[src/rtl/rsdt_pkg.sv]
// Shared constants, control/status structs and hash helper for the size deviation tracker.
package rsdt_pkg;

  localparam int TRACKERS_DEF       = 256;
  localparam int HISTORY_DEF        = 8;
  localparam int MAX_HASH_BYTES_DEF = 128;

  localparam int SIZE_W  = 31;
  localparam int RATIO_W = 16;
  localparam int HIT_W   = 32;

  localparam logic [31:0]        FNV_BASIS        = 32'h811C_9DC5;
  localparam logic [SIZE_W-1:0]  MIN_ANOMALY_SIZE = 31'd1024;
  localparam int                 MIN_SAMPLES      = 4;
  localparam logic [RATIO_W-1:0] RATIO_RESET      = 16'd128;

  localparam logic [1:0] ST_ZERO   = 2'd0;
  localparam logic [1:0] ST_FEW    = 2'd1;
  localparam logic [1:0] ST_NORMAL = 2'd2;
  localparam logic [1:0] ST_ANOM   = 2'd3;

  typedef struct packed {
    logic clear;
    logic accept;
    logic meta_rd;
    logic update;
    logic sum_init;
    logic sum_rd;
    logic sum_acc;
    logic div_init;
    logic div_step;
    logic mul;
    logic cmp;
    logic load_out;
  } rsdt_cmd_t;

  typedef struct packed {
    logic clear_done;
    logic size_zero;
    logic few;
    logic sum_last;
    logic div_last;
    logic out_free;
  } rsdt_stat_t;

  // FNV-1a step; prime 0x01000193 = 2^24 + 2^8 + 2^7 + 2^4 + 2 + 1
  function automatic logic [31:0] fnv_fold(input logic [31:0] h, input logic [7:0] b);
    logic [31:0] x;
    x = h ^ {24'd0, b};
    return (x << 24) + (x << 8) + (x << 7) + (x << 4) + (x << 1) + x;
  endfunction

endpackage

[src/rtl/rsdt_ctrl.sv]
// Sequencer for the tracker: clear pass, byte intake and per-URL evaluation steps.
module rsdt_ctrl (
  input  logic               clk,
  input  logic               rst,
  input  logic               in_valid,
  input  logic               last_byte,
  output logic               in_ready,
  input  rsdt_pkg::rsdt_stat_t stat,
  output rsdt_pkg::rsdt_cmd_t  cmd
);

  typedef enum logic [3:0] {
    S_CLEAR, S_IDLE, S_META, S_UPD, S_CHK, S_SUM_RD, S_SUM_ACC,
    S_DIV_INIT, S_DIV, S_MUL, S_CMP, S_FIN
  } state_t;

  state_t state, state_next;

  assign in_ready = (state == S_IDLE);

  always_comb begin
    cmd        = '0;
    state_next = state;
    unique case (state)
      S_CLEAR: begin
        cmd.clear = 1'b1;
        if (stat.clear_done) state_next = S_IDLE;
      end
      S_IDLE: begin
        cmd.accept = in_valid;
        if (in_valid && last_byte) state_next = S_META;
      end
      S_META: begin
        cmd.meta_rd = 1'b1;
        state_next  = S_UPD;
      end
      S_UPD: begin
        if (stat.size_zero) begin
          state_next = S_FIN;
        end else begin
          cmd.update = 1'b1;
          state_next = S_CHK;
        end
      end
      S_CHK: begin
        if (stat.few) begin
          state_next = S_FIN;
        end else begin
          cmd.sum_init = 1'b1;
          state_next   = S_SUM_RD;
        end
      end
      S_SUM_RD: begin
        cmd.sum_rd = 1'b1;
        state_next = S_SUM_ACC;
      end
      S_SUM_ACC: begin
        cmd.sum_acc = 1'b1;
        state_next  = stat.sum_last ? S_DIV_INIT : S_SUM_RD;
      end
      S_DIV_INIT: begin
        cmd.div_init = 1'b1;
        state_next   = S_DIV;
      end
      S_DIV: begin
        cmd.div_step = 1'b1;
        if (stat.div_last) state_next = S_MUL;
      end
      S_MUL: begin
        cmd.mul    = 1'b1;
        state_next = S_CMP;
      end
      S_CMP: begin
        cmd.cmp    = 1'b1;
        state_next = S_FIN;
      end
      S_FIN: begin
        if (stat.out_free) begin
          cmd.load_out = 1'b1;
          state_next   = S_IDLE;
        end
      end
      default: state_next = S_CLEAR;
    endcase
  end

  always_ff @(posedge clk) begin
    if (rst) begin
      state <= S_CLEAR;
    end else begin
      state <= state_next;
    end
  end

endmodule

[config.mk]
export PLATFORM = sky130hd
export DESIGN_NAME = rsdt_ctrl
export DESIGN_NICKNAME = d
export VERILOG_FILES = /design/src/rtl/rsdt_pkg.sv /design/src/rtl/rsdt_ctrl.sv
export SDC_FILE = /design/constraint.sdc
export NUM_CORES = 1
export LEC_CHECK = 0
export ABC_AREA = 1
export BUFFER_PORTS_ARGS = -buffer_cell sky130_fd_sc_hd__buf_2
export CAP_MARGIN = 15
export CORE_AREA = 5 5 42 44
export CTS_CLUSTER_SIZE = 10
export DETAILED_ROUTE_END_ITERATION = 8
export DIE_AREA = 0 0 47 49
export GPL_TIMING_DRIVEN = 1
export PLACE_DENSITY = 0.68
export SYNTH_ARGS = -nofsm -noshare
export SYNTH_HDL_FRONTEND = slang
export SYNTH_SLANG_ARGS = --single-unit
[constraint.sdc]
create_clock -name clk -period 2.01 [get_ports clk]
set_input_delay 0.1005 -clock clk [delete_from_list [all_inputs] [get_ports clk]]
set_output_delay 0.1005 -clock clk [all_outputs]
set_load 0.02 [all_outputs]
==> results of run 1 <==
-- path summary, 6_finish.rpt --
| path | from | end | slack, ns |
|---|---|---|---|
| min reg2reg | state[3]$_SDFFE_PP0P_ | state[3]$_SDFFE_PP0P_ | 0.54 |
| min | rst | state[3]$_SDFFE_PP0P_ | 0.07 |
| max reg2reg | state[0]$_SDFFE_PP0P_ | state[0]$_SDFFE_PP0P_ | 0.69 |
| max | state[0]$_SDFFE_PP0P_ | cmd[7] | 0.51 |
-- logic make-up (layout without fill, tap and decap cells) --
logic type	count (synthesis)	after routing	synth area share, %
buffers and inverters	22	47	18.5
AO/OA/AOI/OAI	8	8	12.6
flip-flops	4	4	18.0
AND/OR/NAND/NOR	48	48	50.8
-- per-stage QoR --
step | std cells | area (um^2) | utilization (%) | power, mW | setup WS (ns)
floorplan | 82 | 445 | - | 0.414 | 0.774
global placement | 120 | 576 | 41.1 | 0.509 | 0.697
detailed placement | 120 | 576 | 41.1 | 0.506 | 0.695
CTS | 123 | 598 | 42.7 | 0.611 | 0.498
global route | 123 | 598 | 42.7 | 0.662 | 0.397
finish | 123 | 598 | 42.7 | 0.603 | 0.510
-- cell usage in the layout (no fill, tap or decap) --
cell / count
sky130_fd_sc_hd__buf_2: 22
sky130_fd_sc_hd__nand2_1: 16
sky130_fd_sc_hd__nor2_1: 10
sky130_fd_sc_hd__a21oi_1: 3
sky130_fd_sc_hd__or2_1: 1
sky130_fd_sc_hd__inv_1: 18
sky130_fd_sc_hd__dfxtp_1: 4
sky130_fd_sc_hd__o21bai_1: 1
sky130_fd_sc_hd__o211ai_1: 1
sky130_fd_sc_hd__inv_2: 4
sky130_fd_sc_hd__nand3_1: 6
sky130_fd_sc_hd__clkbuf_4: 3
sky130_fd_sc_hd__nor2_2: 5
sky130_fd_sc_hd__nand3b_1: 1
sky130_fd_sc_hd__o21ai_0: 2
sky130_fd_sc_hd__nor3_1: 2
sky130_fd_sc_hd__nand2_2: 5
sky130_fd_sc_hd__o21ai_4: 1
sky130_fd_sc_hd__nand4_1: 1
sky130_fd_sc_hd__or2_2: 1
-- layer usage --
metal  vias to the layer above  global-route usage (%)  share of wire (%)
li1                        298                       -                  -
met1                       237                    13.2                 43
met2                        13                    17.4                 50
met3                         2                    1.48                5.1
met4                         0                    6.91                2.0
met5                         -                       0                  0
-- report_power, final --
part | leakage [nW] | internal [mW] | switching [mW]
clock | 0.0138 | 0.0667 | 0.0324
sequential | 0.0326 | 0.0992 | 0.0336
combinational | 0.358 | 0.133 | 0.238
total | 0.405 | 0.299 | 0.304
-- cells in the mapped netlist, drive strengths merged --
master,instances,area share (%)
dfxtp,4,18
nand2,21,21
o21bai,1,1.7
nor2,15,15
nand4,1,1.4
inv,22,19
or2,2,2.8
nand3b,1,1.7
o21ai,3,5.9
nor3,2,2.2
nand3,6,6.7
a21oi,3,3.4
o211ai,1,1.7
-- cell type report --
| type | instances | area (um^2) | area share (%) |
|---|---|---|---|
| Timing Repair Buffer | 22 | 110 | 18.4 |
| Clock buffer | 3 | 22.5 | 3.77 |
| Sequential cell | 4 | 80.1 | 13.4 |
| Multi-Input combinational cell | 56 | 283 | 47.3 |
| Tap cell | 16 | 20.0 | 3.35 |
| Inverter | 22 | 82.6 | 13.8 |
==> impl_metrics.csv, run 1 <==
group,metric,value,unit
timing,final_hold_viol_count,0,
synth,synth_nets,92,
timing,min_period_over_period,74.6,%
die,placement_rows,14,
drt,wl_per_cell,9.23,um
timing,rsz0062_at_grt,"no",
run,max-cap-violations,0,
grt,largest_net_degree_at_the_start_of_global_routing,8,
timing,finalClockSkew,0.00346,ns
layout,top_regs,"state: 4 flops",
critical_path,worst_ep_arrival_time,1.40,ns
die,dieHeight,49,um
drt,drt-vias-per-instance,4.47,
timing,max_freq,667,MHz
grt,grt_usage,11.0,%
critical_path,critical_path.startpoint_type,"register",
drt,routed-via-count,550,
timing,worst_pin_slew,0.280,ns
grt,grt_antenna_before_repair,0,
critical_path,critical_path.most_common_cell,"sky130_fd_sc_hd__inv_1",
synth,number_of_standard_cells_after_synthesis,82,
drt,detail_route.drc_violations,0,
drt,drt_first_iter_violations,5,
timing,final_max_slew_viol_count,0,
grt,gr-total-overflow,0,
timing,tns,0,ns
clock_tree,clk_pin_slew_worst_paths,0.03,ns
clock_tree,cts_hold_buffers,0,
die,initial_utilization,31.8,%
place,port_bufs,22,
drt,wl,1140,um
outcome,status,"completed",
drt,antenna_violating_nets_post_route,0,
critical_path,worstPathCellList,"inv_2 -> nand2_2 -> nor2_1 -> inv_1 -> or2_2 -> inv_1 -> buf_2",
grt,global_route_wire_length_before_repair,1930,um
layout,final_nets,119,
critical_path,cp_max_fo,7,
die,io-pin-count,23,
layout,post_route_cells_drive_above_1_share,38.3,%
synth,yosys_warnings,0,
layout,max_ffs_per_register,4,
drt,drt_pre_antenna_iters,4,
critical_path,crit_required,1.91,ns
hold_path,worstHoldPathType,"in2reg",
critical_path,worst-r2r-cell-count,7,
place,gp_congestion,0.816,
timing,timing.max_slew.rel_slack,81.2,%
layout,number_of_filler_instances_in_the_final_layout,172,
critical_path,cpMaxStageDelayCell,"sky130_fd_sc_hd__dfxtp_1",
synth,seq_area_frac_synth,18.0,%
layout,area_growth,34.3,%
critical_path,timing.critical_path.buf_inv,4,
power,power_leakage,0.405,nW
clock_tree,clock_path_buffers,2,
critical_path,timing.critical_path.max_delay_family,"simple AND/OR/NAND/NOR gates",
critical_path,slowest_delay,0.37,ns
die,floorplan.die_area,0.00230,mm^2
timing,final_period_minus_worst_setup_slack,1.50,ns
critical_path,worst_setup_path_end_kind,"primary output",
timing,final.hold.worst_slack,0.0739,ns
critical_path,critical_path_cell_count,7,
clock_tree,clock-sinks,4,
clock_tree,post_cts.resized_instances,0,
clock_tree,cts_buffers,3,
synth,number_of_synthesized_register_bits,4,
timing,setup_viol,0,
critical_path,criticalPathCategory,"reg2out",
die,die_w,47,um
synth,post_synth_instance_area,445,um^2
die,core_region_area,0.00140,mm^2
clock_tree,cts.repair_timing.setup_buffer_count,0,
clock_tree,cts_tree,"built",
power,power_density,1010,mW/mm^2
clock_tree,clk-insertion-delay-late,0.24,ns
layout,top_register,"state",
layout,n_antenna_cell,0,
power,max-vdd-ir-drop,540,uV
hold_path,hold_depth,2,
grt,first_global_vias,519,
clock_tree,clockRootBuffer,"sky130_fd_sc_hd__clkbuf_4",
clock_tree,cts.htree.levels,1,
synth,yosys.cell_types.count,18,
place,hpwl,1010,um
synth,syn_avg_cell_area,5.43,um^2
Power figures use the tool's default switching activity.
==> inputs of run 2 (changes only) <==
PLACE_DENSITY = 0.7   (was 0.68)
clock period = 1.3 ns   (was 2.01 ns; I/O delays follow)
==> impl_metrics.csv, run 2 (same netlist as run 1, synthesis figures left out) <==
group,metric,value,unit
critical_path,criticalPathCategory,"reg2reg",
die,floorplan.die_area,0.00230,mm^2
critical_path,cp_max_fo,6,
critical_path,cpMaxStageDelayCell,"sky130_fd_sc_hd__dfxtp_4",
layout,post-route-util,54.4,%
grt,grt_usage,11.8,%
timing,finalClockSkew,0.00115,ns
drt,detail_route.drc_violations,0,
hold_path,worstHoldPathType,"in2reg",
critical_path,slowest_delay,0.38,ns
die,dieHeight,49,um
layout,post_route_cells_drive_above_1_share,56.3,%
drt,wl,1420,um
clock_tree,clock_path_buffers,2,
critical_path,crit_required,1.42,ns
outcome,status,"completed",
critical_path,worst_ep_arrival_time,1.42,ns
power,max-vdd-ir-drop,1080,uV
timing,setup_viol,0,
clock_tree,clock-sinks,4,
critical_path,worst_setup_path_end_kind,"register",
timing,min_period_over_period,99.9,%
layout,top_register,"state",
timing,final_period_minus_worst_setup_slack,1.30,ns
critical_path,timing.critical_path.max_delay_family,"flip-flops",
drt,drt_pre_antenna_iters,4,
layout,top_regs,"state: 4 flops",
drt,wl_per_cell,11.1,um
clock_tree,cts_tree,"built",
drt,drt_first_iter_violations,6,
critical_path,worstPathCellList,"inv_4 -> buf_6 -> nor2_4 -> nand2_4 -> o21ai_4 -> nor2_4 -> a21oi_2 -> nor2_1",
timing,timing.max_slew.rel_slack,84.6,%
grt,largest_net_degree_at_the_start_of_global_routing,8,
place,gp_congestion,0.861,
place,hpwl,1030,um
timing,tns,0,ns
grt,gr-total-overflow,0,
critical_path,register_to_register_setup_slack,0.001,ns
power,power_density,1650,mW/mm^2
timing,rsz0062_at_grt,"yes",
die,die_w,47,um
layout,n_antenna_cell,0,
drt,antenna_violating_nets_post_route,0,
die,initial_utilization,31.8,%
grt,grt_antenna_before_repair,0,
drt,drt-vias-per-instance,4.74,
clock_tree,cts_buffers,3,
critical_path,critical_path.startpoint_type,"register",
timing,worst_pin_slew,0.230,ns
timing,max_freq,770,MHz
layout,max_ffs_per_register,4,
layout,layout_common_cells,"15 x sky130_fd_sc_hd__inv_1, 15 x sky130_fd_sc_hd__buf_2, 12 x sky130_fd_sc_hd__nand2_1, 8 x sky130_fd_sc_hd__buf_4",
power,power_leakage,0.446,nW
critical_path,critical_path.most_common_cell,"sky130_fd_sc_hd__nor2_4",
die,io-pin-count,23,
run,max-cap-violations,0,
place,dp_slack,-0.0307,ns
grt,first_global_vias,548,
die,core_region_area,0.00140,mm^2
clock_tree,clockRootBuffer,"sky130_fd_sc_hd__clkbuf_4",
clock_tree,clk_pin_slew_worst_paths,0.03,ns
drt,routed-via-count,607,
timing,final_hold_viol_count,0,
clock_tree,cts.htree.levels,1,
critical_path,timing.critical_path.buf_inv,2,
place,port_bufs,22,
timing,setup_ws,0.00110,ns
layout,final_nets,124,
timing,final_max_slew_viol_count,0,
clock_tree,clk-insertion-delay-late,0.23,ns
layout,area_growth,71.1,%
grt,global_route_wire_length_before_repair,2100,um
die,placement_rows,14,
run 2: cell count changes in the layout (fill, tap and decap cells not counted), moves of 3 or more:
cell	change
sky130_fd_sc_hd__nand2_1	-4
sky130_fd_sc_hd__buf_4	+8
sky130_fd_sc_hd__nor2_4	+7
sky130_fd_sc_hd__dfxtp_1	-4
sky130_fd_sc_hd__inv_4	+3
sky130_fd_sc_hd__dfxtp_4	+3
sky130_fd_sc_hd__nor2_1	-5
sky130_fd_sc_hd__buf_6	+4
sky130_fd_sc_hd__buf_2	-7
sky130_fd_sc_hd__inv_1	-3
run 2: routing by layer:
layer  GRT usage (%)  wire length [um]  vias to the layer above
li1                -                 -                      309
met3            3.69                91                        6
met5               0                 0                        -
met2            19.2               759                       22
met4            5.99                44                        0
met1            13.2               529                      270
run 2: timing repair:
action                     CTS  global route
pin swaps                    0             6
cloned                       0             0
hold buffers                 0             0
setup endpoints to repair    7            14
resized for setup           16            29
buffers inserted             2             2
run 2: final timing paths:
kind,startpoint,to,cells past startpoint
worst max-delay path,state[0]$_SDFFE_PP0P_,state[0]$_SDFFE_PP0P_,8
worst min register to register,state[3]$_SDFFE_PP0P_,state[3]$_SDFFE_PP0P_,2
worst max register to register,state[0]$_SDFFE_PP0P_,state[0]$_SDFFE_PP0P_,8
worst min-delay path,rst,state[3]$_SDFFE_PP0P_,2
run 2: final cells by class:
type	count	area [um^2]
clock buffers	3	22.5
fillers	154	639
inverters	22	90.1
multi-input cells	56	357
flip-flops and latches	4	92.6
well taps	16	20.0
repair buffers	27	180
run 2: where the power goes:
group / leakage, nW / internal (mW) / switching (mW)
Clock: 0.0138 / 0.103 / 0.0429
Sequential: 0.0352 / 0.170 / 0.0704
Combinational: 0.397 / 0.369 / 0.500
Total: 0.446 / 0.641 / 0.613
run 2: stage by stage:
step | hold WS, ns | std cells | instance area [um^2] | total power [mW]
after floorplan | 0.134 | 82 | 445 | 0.639
after global placement | 0.272 | 121 | 583 | 0.790
after detailed placement | 0.279 | 121 | 583 | 0.790
after CTS | 0.0230 | 126 | 657 | 1.03
after global routing | 0.0355 | 128 | 762 | 1.35
final | 0.0354 | 128 | 762 | 1.25
==> inputs of run 3 (changes only) <==
==> constraint.sdc (replaced) <==
create_clock -name clk -period 1.3 [get_ports clk]
set_input_delay 0.13 -clock clk [delete_from_list [all_inputs] [get_ports clk]]
set_output_delay 0.13 -clock clk [all_outputs]
set_load 0.02 [all_outputs]
==> impl_metrics.csv, run 3 (same netlist as run 1, synthesis figures left out) <==
group,metric,value,unit
layout,top_register,"state",
timing,final_period_minus_worst_setup_slack,1.39,ns
clock_tree,clock-sinks,4,
timing,rsz0062_at_grt,"yes",
layout,n_antenna_cell,0,
grt,global_route_wire_length_before_repair,2570,um
clock_tree,cts.htree.levels,1,
critical_path,cpMaxStageDelayCell,"sky130_fd_sc_hd__dfxtp_4",
hold_path,worstHoldPathType,"in2reg",
die,floorplan.die_area,0.00230,mm^2
place,port_bufs,22,
place,dp_slack,0.0356,ns
layout,layout_common_cells,"15 x sky130_fd_sc_hd__buf_4, 11 x sky130_fd_sc_hd__inv_1, 11 x sky130_fd_sc_hd__buf_6, 10 x sky130_fd_sc_hd__nand2_1",
timing,worst_pin_slew,0.242,ns
drt,wl,1780,um
timing,final_hold_viol_count,0,
timing,max_freq,717,MHz
timing,setup_ws,-0.0946,ns
drt,wl_per_cell,13.1,um
drt,drt_first_iter_violations,16,
place,dp_cells,123,
layout,top_regs,"state: 4 flops",
drt,antenna_violating_nets_post_route,0,
die,placement_rows,14,
critical_path,crit_required,1.17,ns
drt,drt-vias-per-instance,5.06,
clock_tree,clockRootBuffer,"sky130_fd_sc_hd__clkbuf_4",
critical_path,register_to_register_setup_slack,-0.04,ns
timing,finalClockSkew,0.00191,ns
layout,final_nets,132,
grt,grt_usage,15.1,%
layout,post_route_cells_drive_above_1_share,67.5,%
drt,detail_route.drc_violations,0,
critical_path,worst_setup_path_end_kind,"primary output",
clock_tree,cts_buffers,3,
power,power_leakage,0.482,nW
die,initial_utilization,31.8,%
die,die_w,47,um
timing,min_period_over_period,107,%
drt,drt_pre_antenna_iters,4,
layout,layout.cells.most_common,"sky130_fd_sc_hd__buf_4",
power,power_density,1570,mW/mm^2
layout,max_ffs_per_register,4,
timing,timing.max_slew.rel_slack,83.8,%
grt,gr-total-overflow,0,
layout,area_growth,101,%
timing,final_max_slew_viol_count,0,
timing,setup_viol,9,
run,max-cap-violations,0,
power,max-vdd-ir-drop,975,uV
die,io-pin-count,23,
place,hpwl,1020,um
clock_tree,clock_path_buffers,2,
grt,largest_net_degree_at_the_start_of_global_routing,6,
critical_path,critical_path.startpoint_type,"register",
outcome,violations,"negative setup slack",
critical_path,cp_max_fo,5,
grt,first_global_vias,666,
grt,grt_antenna_before_repair,0,
timing,tns,-0.454,ns
critical_path,worst_ep_arrival_time,1.26,ns
die,core_region_area,0.00140,mm^2
place,gp_congestion,0.820,
outcome,status,"complete, but fails checks",
drt,routed-via-count,688,
clock_tree,clk-insertion-delay-late,0.24,ns
die,dieHeight,49,um
critical_path,worstPathCellList,"inv_4 -> nand2_2 -> nor2_2 -> inv_1 -> or2_4 -> inv_2 -> buf_6",
clock_tree,clk_pin_slew_worst_paths,0.04,ns
critical_path,criticalPathCategory,"reg2out",
clock_tree,cts_tree,"built",
layout,finalNonFillerCells,136,
critical_path,slowest_delay,0.37,ns
[run 3: per-stage QoR]
step	hold slack, ns	utilization, %	cell area (um^2)	power [mW]
4_1_cts	0.0788	53.7	752	1.16
3_5_place_dp	0.344	42.7	598	0.812
5_1_grt	0.107	63.9	896	1.50
2_1_floorplan	0.199	-	445	0.639
6_report	0.0842	63.9	896	1.40
3_3_place_gp	0.344	42.7	598	0.813
[run 3: final timing paths]
check	from	end	cells past startpoint
setup / recovery	state[3]$_SDFFE_PP0P_	cmd[7]	7
hold / removal	rst	state[1]$_SDFFE_PP0P_	2
setup reg to reg	state[0]$_SDFFE_PP0P_	state[0]$_SDFFE_PP0P_	8
hold reg to reg	state[3]$_SDFFE_PP0P_	state[3]$_SDFFE_PP0P_	2
[run 3: layer usage]
layer | wire length, um | share of wire (%) | vias to the layer above | global-route usage [%]
met4 | 98 | 5.5 | 0 | 11.1
li1 | - | - | 330 | -
met3 | 92 | 5.2 | 11 | 1.85
met1 | 649 | 36 | 322 | 15.8
met2 | 939 | 53 | 25 | 25.8
met5 | 0 | 0 | - | 0
[run 3: critical path, delay by kind of cell (launching register included)]
kind	cells	cell delay [ns]
flip-flops	1	0.37
AND/OR/NAND/NOR	3	0.37
buffers and inverters	4	0.27
[run 3: layout make-up]
cell class                 instances  area [um^2]
sequential                         4         95.1
tap                               16         20.0
clock buffer                       3         22.5
multi-input combinational         56          384
timing repair buffer              35          282
fill                             128          505
inverter                          22         92.6
[run 3: what timing repair did]
action                     4_1_cts  5_1_grt
hold buffers                     0        0
setup endpoints to repair       10       16
pin swaps                        2        6
resized for setup               30       41
setup buffers                    7        3
[run 3: where the power goes]
group	switching [mW]	internal, mW	total, mW
clock network	0.0581	0.104	0.162
logic	0.580	0.446	1.03
registers	0.0497	0.168	0.217
total	0.688	0.717	1.40
